==> src/prt_pkg.sv <==
// ----------------------------------------------------------------------------
// prt_pkg
// Shared widths, register codes, types and saturation helpers of the rigid
// pose transform.
// ----------------------------------------------------------------------------
package prt_pkg;

   // field formats
   localparam int POS_W      = 32;   // signed Q16.16
   localparam int QUAT_W     = 16;   // signed, QUAT_W-2 fraction bits
   localparam int ROT_W      = 16;   // rotation words, signed Q1.14
   localparam int ROT_FRAC   = 14;
   localparam int SCALE_W    = 16;   // signed Q8.8
   localparam int SCALE_FRAC = 8;
   localparam int CONF_W     = 16;   // unsigned Q1.15
   localparam int CONF_FRAC  = 15;
   localparam int BTN_W      = 16;

   // configuration port
   localparam int CSR_IDX_W    = 3;
   localparam int CSR_DATA_W   = 64;
   localparam int SCALE_PACK_W = 3 * SCALE_W;
   localparam int ROT_PACK_W   = 4 * ROT_W;

   // derived datapath widths
   localparam int QPROD_W   = 2 * ROT_W;             // rotation word squared
   localparam int MAT_SUM_W = QPROD_W + 2;           // unrounded matrix entry
   localparam int MAT_W     = MAT_SUM_W - ROT_FRAC;  // rounded matrix entry
   localparam int ROWP_W    = MAT_W + POS_W;         // matrix times position
   localparam int ROWS_W    = ROWP_W + 2;            // row sum
   localparam int HPROD_W   = ROT_W + QUAT_W;        // quaternion term
   localparam int HSUM_W    = HPROD_W + 2;           // quaternion component sum
   localparam int QSAT_W    = HSUM_W - ROT_FRAC;     // rounded component
   localparam int SPROD_W   = POS_W + SCALE_W;       // scaled position
   localparam int SSUM_W    = SPROD_W - SCALE_FRAC + 1;
   localparam int SAT_W     = SSUM_W;                // widest value that is clamped
   localparam int CPROD_W   = 2 * CONF_W;
   localparam int CSUM_W    = CPROD_W + 1;
   localparam int CRND_W    = CSUM_W - CONF_FRAC;

   localparam int NUM_STAGES = 6;

   localparam logic [CONF_W-1:0]       CONF_MAX    = CONF_W'(32768);
   localparam logic [SCALE_PACK_W-1:0] SCALE_RESET = 48'h0100_0100_0100;
   localparam logic [ROT_PACK_W-1:0]   ROT_RESET   = 64'h4000_0000_0000_0000;
   localparam logic [CONF_W-1:0]       GAIN_RESET  = CONF_MAX;

   // bits of the mode register
   localparam int MODE_POS = 0;
   localparam int MODE_ORI = 1;

   typedef enum logic [CSR_IDX_W-1:0] {
      CSR_TRANS_X = 3'd0,
      CSR_TRANS_Y = 3'd1,
      CSR_TRANS_Z = 3'd2,
      CSR_SCALE   = 3'd3,
      CSR_ROT     = 3'd4,
      CSR_MODE    = 3'd5,
      CSR_GAIN    = 3'd6
   } csr_index_type;

   typedef struct packed {
      logic [2:0][POS_W-1:0]   trans;
      logic [2:0][SCALE_W-1:0] scale;
      logic [3:0][ROT_W-1:0]   rot;    // x,y,z,w from index 0 up
      logic                    pos_mode;
      logic                    ori_mode;
      logic [CONF_W-1:0]       gain;
   } cfg_type;

   // rotation matrix, [row][column]
   typedef logic [2:0][2:0][MAT_W-1:0] mat_type;

   typedef struct packed {
      logic s1;
      logic s2;
      logic s3;
      logic s4;
      logic s5;
      logic s6;
   } stage_load_type;

   // clamp to the position range, flag in the top bit
   function automatic logic [POS_W:0] sat_pos(input logic signed [SAT_W-1:0] v);
      logic [SAT_W-POS_W:0] hi_bits;
      logic [POS_W-1:0]     r;
      logic                 f;
      hi_bits = v[SAT_W-1:POS_W-1];
      f = !((&hi_bits) || !(|hi_bits));
      if (!f) begin
         r = v[POS_W-1:0];
      end else if (v[SAT_W-1]) begin
         r = {1'b1, {(POS_W-1){1'b0}}};
      end else begin
         r = {1'b0, {(POS_W-1){1'b1}}};
      end
      return {f, r};
   endfunction

   // clamp to the quaternion range, flag in the top bit
   function automatic logic [QUAT_W:0] sat_quat(input logic signed [QSAT_W-1:0] v);
      logic [QSAT_W-QUAT_W:0] hi_bits;
      logic [QUAT_W-1:0]      r;
      logic                   f;
      hi_bits = v[QSAT_W-1:QUAT_W-1];
      f = !((&hi_bits) || !(|hi_bits));
      if (!f) begin
         r = v[QUAT_W-1:0];
      end else if (v[QSAT_W-1]) begin
         r = {1'b1, {(QUAT_W-1){1'b0}}};
      end else begin
         r = {1'b0, {(QUAT_W-1){1'b1}}};
      end
      return {f, r};
   endfunction

endpackage

==> src/prt_ctrl.sv <==
// ----------------------------------------------------------------------------
// prt_ctrl
// Valid bits and stall chain of the six-stage pipeline.
// ----------------------------------------------------------------------------
module prt_ctrl (
   input  logic                     clock,
   input  logic                     reset,
   input  logic                     req_valid,
   output logic                     req_stall,
   output logic                     rsp_valid,
   input  logic                     rsp_stall,
   output prt_pkg::stage_load_type  ld
);
   import prt_pkg::*;

   logic [NUM_STAGES-1:0] valid_ff, valid_in, ready;

   // a stage loads when it is empty or its content moves on
   always_comb begin
      ready[NUM_STAGES-1] = !valid_ff[NUM_STAGES-1] || !rsp_stall;
      for (int k = NUM_STAGES-2; k >= 0; k--) begin
         ready[k] = !valid_ff[k] || ready[k+1];
      end
      valid_in[0] = ready[0] ? req_valid : valid_ff[0];
      for (int k = 1; k < NUM_STAGES; k++) begin
         valid_in[k] = ready[k] ? valid_ff[k-1] : valid_ff[k];
      end
   end

   always_ff @(posedge clock) begin
      if (reset) begin
         valid_ff <= '0;
      end else begin
         valid_ff <= valid_in;
      end
   end

   assign ld.s1     = ready[0];
   assign ld.s2     = ready[1];
   assign ld.s3     = ready[2];
   assign ld.s4     = ready[3];
   assign ld.s5     = ready[4];
   assign ld.s6     = ready[5];
   assign req_stall = !ready[0];
   assign rsp_valid = valid_ff[NUM_STAGES-1];

   a_accept_enters: assert property (@(posedge clock) disable iff (reset)
      (req_valid && !req_stall) |=> valid_ff[0])
      else $error("accepted transfer did not enter the first stage");

   a_free_flow: assert property (@(posedge clock) disable iff (reset)
      !rsp_stall |-> !req_stall)
      else $error("input stalled while output is free");

   a_full_backpressure: assert property (@(posedge clock) disable iff (reset)
      ((&valid_ff) && rsp_stall) |-> req_stall)
      else $error("full stalled pipeline took a transfer");

   a_count_down: assert property (@(posedge clock) disable iff (reset)
      (!(req_valid && !req_stall) && rsp_valid && !rsp_stall)
      |=> $countones(valid_ff) == $past($countones(valid_ff)) - 1)
      else $error("item count wrong after output transfer");

   a_count_up: assert property (@(posedge clock) disable iff (reset)
      ((req_valid && !req_stall) && !(rsp_valid && !rsp_stall))
      |=> $countones(valid_ff) == $past($countones(valid_ff)) + 1)
      else $error("item count wrong after input transfer");

endmodule

==> config.mk <==
export PLATFORM = sky130hd
export DESIGN_NAME = prt_ctrl
export DESIGN_NICKNAME = d
export VERILOG_FILES = /design/src/prt_pkg.sv /design/src/prt_ctrl.sv
export SDC_FILE = /design/constraint.sdc
export NUM_CORES = 1
export LEC_CHECK = 0
export ABC_AREA = 1
export BUFFER_PORTS_ARGS = -buffer_cell sky130_fd_sc_hd__buf_2
export CORE_AREA = 2 2 39 41
export DETAILED_ROUTE_END_ITERATION = 10
export DIE_AREA = 0 0 41 43
export GPL_TIMING_DRIVEN = 0
export HOLD_SLACK_MARGIN = 0.15
export SYNTH_ARGS = -nofsm -noshare
export SYNTH_HDL_FRONTEND = slang
export SYNTH_SLANG_ARGS = --single-unit
==> constraint.sdc <==
create_clock -name clock -period 0.9 [get_ports clock]
set_input_delay 0.18 -clock clock [delete_from_list [all_inputs] [get_ports clock]]
set_output_delay 0.18 -clock clock [all_outputs]
set_load 0.01 [all_outputs]
---- Word level (Yosys, flattened, before mapping) ----
Cells that the tools add are included.
operators by class
  reductions and logical operators ........ 14
operators with widths
  operator          number
  $logic_not 1->1   8
  $logic_or 1x1->1  6
word-level totals
  flip-flop bits (word level) ............. 6
  logic and storage cells ................. 20
  output and inout bits ................... 8
  input port bits ......................... 4

---- Longest topological paths before layout ----
  word-level depth ........................ 8
  gate-level depth with buffers ........... 4
  mapped depth without buffers ............ 4

---- Worst setup path after synthesis ----
OpenSTA, ideal clock, no wires.
  path kind ............................... reg-to-output
  start point ............................. reg valid_ff[5]
  end point ............................... out req_stall
  buffers on the path ..................... 0
  slack ................................... -0.260 ns
  data required time ...................... 0.720 ns
  stages on the path, launching flop included .. 5
  arrival ................................. 0.980 ns
  cell sequence ........................... dfxtp_1 > nand3_2 > nor2_4 > nand4_4 > inv_1
RTL lines
  item                    RTL line        text
  start, declared         prt_ctrl.sv:16  logic [NUM_STAGES-1:0] valid_ff, valid_in, ready;
  start signal, assigned  prt_ctrl.sv:34  valid_ff <= valid_in;
  end, declared           prt_ctrl.sv:9   output logic req_stall,

---- Worst setup path after layout ----
  start point ............................. reg valid_ff[4]
  end point ............................... out req_stall
between the ends
  cells in the longest elaborated chain, start to end .. 7
ends and longest elaborated chain
  item                           RTL line        text
  $logic_not 1->1                prt_ctrl.sv:22  ready[k] = !valid_ff[k] || ready[k+1];
  $logic_or 1x1->1 (5 in a row)  prt_ctrl.sv:22
  $logic_not 1->1                prt_ctrl.sv:44  assign req_stall = !ready[0];
Every way passes these cells.

==> results.tsv <==
metric	value	unit
cp_max_fo	5	
hold_viol	0	
violations	setup timing	
routed_wl	501	µm
p_sw	0.127	mW
final.min_clock_period	1.32	ns
gr-total-overflow	0	
top_register	valid_ff	
power_frac_comb	4.2	%
p_int	0.449	mW
grt_use_total	7.56	%
placed_cells	53	
path_clk_slew	0.05	ns
dpl_worst_slack	-0.233	ns
setup_viol	11	
area_growth	76.5	%
postSynthNetCount	30	
powerDensity	1330	mW/mm²
period_share	147	%
synth_area	245	µm²
die_area	0.00176	mm²
first_iter_violations	2	
fillers	154	
final_cell_area	433	µm²
std_cell_rows	14	
maxSlewHeadroom	84.2	%
largest_register_ffs	6	
antenna_found_initial	0	
reg2reg_slack	-0.16	ns
htree_levels	1	
arrival	1.14	ns
cts_num_sinks	6	
timing.rr.start	valid_ff[4]	
root_buffer	clkbuf_4	
fmax	758	MHz
fin_cells	62	
vias_per_cell	3.69	
hp-class	input port to flop	
die_x	41	µm
num_antenna_cells	0	
gp_congestion	0.599	
avgSynthCellArea	9.43	µm²
worstPathRequired	0.72	ns
cts_hold_repair.buffers	0	
status	finished, violations left	
cp_slowest_stage_delay	0.34	ns
clk_latency	0.24	ns
crit_path_start_kind	flop	
setup-tns-final	-2.63	ns
num_vias	229	
p_seq_share	48.4	%
power_frac_clock	47.5	%
routedWlPerCell	8.08	µm
die_h	43	µm
drv_slew	0	
rsz0062_at_grt	yes	
power.ir.vdd_worst	0.000673	V
synth_seq_cells	6	
cts_tree	done	
place_area	332	µm²
critPathTopFamily	simple AND/OR/NAND/NOR gates	
grt_pass1_vias	217	
core_area	0.00138	mm²
start_util	17.7	%
antenna_left	0	
synthCells	26	
crit_slowest_cell	dfxtp_2	
end_kind	primary output	
ys_seq_area_share	49.0	%
power.total	0.576	mW
drive_gt1_share	67.4	%
grt_max_degree	7	
ios	12	
min_from	req_valid	
synth_top_area_share	49.0	%
clock_skew	0.00379	ns
cts_buffer_depth	2	
crit_path_start	valid_ff[4]	
fin_util	31.3	%
biggestRegsByFlops	valid_ff: 6 flops	
drcViolationCount	0	
layout.nets	51	
post-synth-top-area-cell	dfxtp_1	
path_buf_inv	2	
ys_top_cells_by_area	dfxtp_1 (49%), inv_1 (9.2%), nand4_4 (8.7%), a21oi_1 (8.2%), nand3_2 (8.2%)	
crit_path_cell_trace	nand3_4 > nor2_4 > nand4_4 > inv_2 > buf_6	
synth_cell_types	11	
switching_share	22.0	%
numCtsBuffers	3	
crit_type	flop to primary output	
maxCapViolCount	0	
setup_ws	-0.419	ns
yosys_warnings	0	
hold_slack	0.167	ns
leakagePower	0.180	nW
io_buffer_count	11	
grt_pass1_wl	841	µm
worst_pin_slew	0.236	ns
first_pass_iters	2	
## timing repair
action | in CTS | in global routing
setup endpoints to repair | 11 | 11
cloned | 0 | 0
pin swaps | 3 | 1
resized for setup | 5 | 3
buffers inserted | 3 | 2
## synth_stat cells
| master | count |
|---|---|
| inv_1 | 6 |
| nor2_1 | 2 |
| nor2_4 | 1 |
| nand3_2 | 2 |
| nand2_2 | 1 |
| nand2_1 | 1 |
| inv_2 | 1 |
| nand4_4 | 1 |
| a21oi_1 | 4 |
| dfxtp_1 | 6 |
| a21oi_2 | 1 |
## tightest hold or removal path, cell delays in order
cell and delay [ns]:
buf_2 0.09, inv_1 0.05, a21oi_2 0.04
## worst paths after layout
path | endpoint | cells past startpoint
max reg2reg | valid_ff[0] | 5
max | req_stall | 5
min reg2reg | valid_ff[4] | 2
min | valid_ff[0] | 3
## cell usage in the layout, fill, tap and decap left out, types with 2 or more instances in the layout
cell type	n
a21oi_1	2
a21oi_2	3
buf_2	7
buf_4	4
buf_6	5
clkbuf_4	3
dfxtp_1	4
inv_1	5
inv_2	2
nor2_1	2
## power by group through the flow
stage / combinational (mW) / clock (mW) / sequential (mW)
floorplan: 0.00816 / 0 / 0.283
global placement: 0.0213 / 0 / 0.284
detailed placement: 0.0219 / 0 / 0.284
CTS: 0.0234 / 0.284 / 0.279
global route: 0.0276 / 0.304 / 0.279
finish: 0.0240 / 0.274 / 0.279
## area by class of cell
class / count / area, µm² / share of cell area, %
clock buffers: 4 / 26.3 / 6.07
repair buffers: 16 / 121 / 28.0
inverters: 7 / 26.3 / 6.07
flip-flops and latches: 6 / 125 / 28.9
well taps: 16 / 20.0 / 4.62
multi-input cells: 13 / 114 / 26.3
## cells by family after synthesis
logic type	synth area share [%]
AO/OA/AOI/OAI	11.7
flip-flops	49.0
buffers and inverters	10.7
AND/OR/NAND/NOR	28.6
## metal layers
layer,GRT usage (%),vias up,wire (µm)
met5,0,-,0
met4,8.00,0,0
met3,3.66,0,44
met2,10.0,6,270
met1,7.82,103,186
li1,-,120,-
Note: power is estimated with default switching activity, not from simulation.
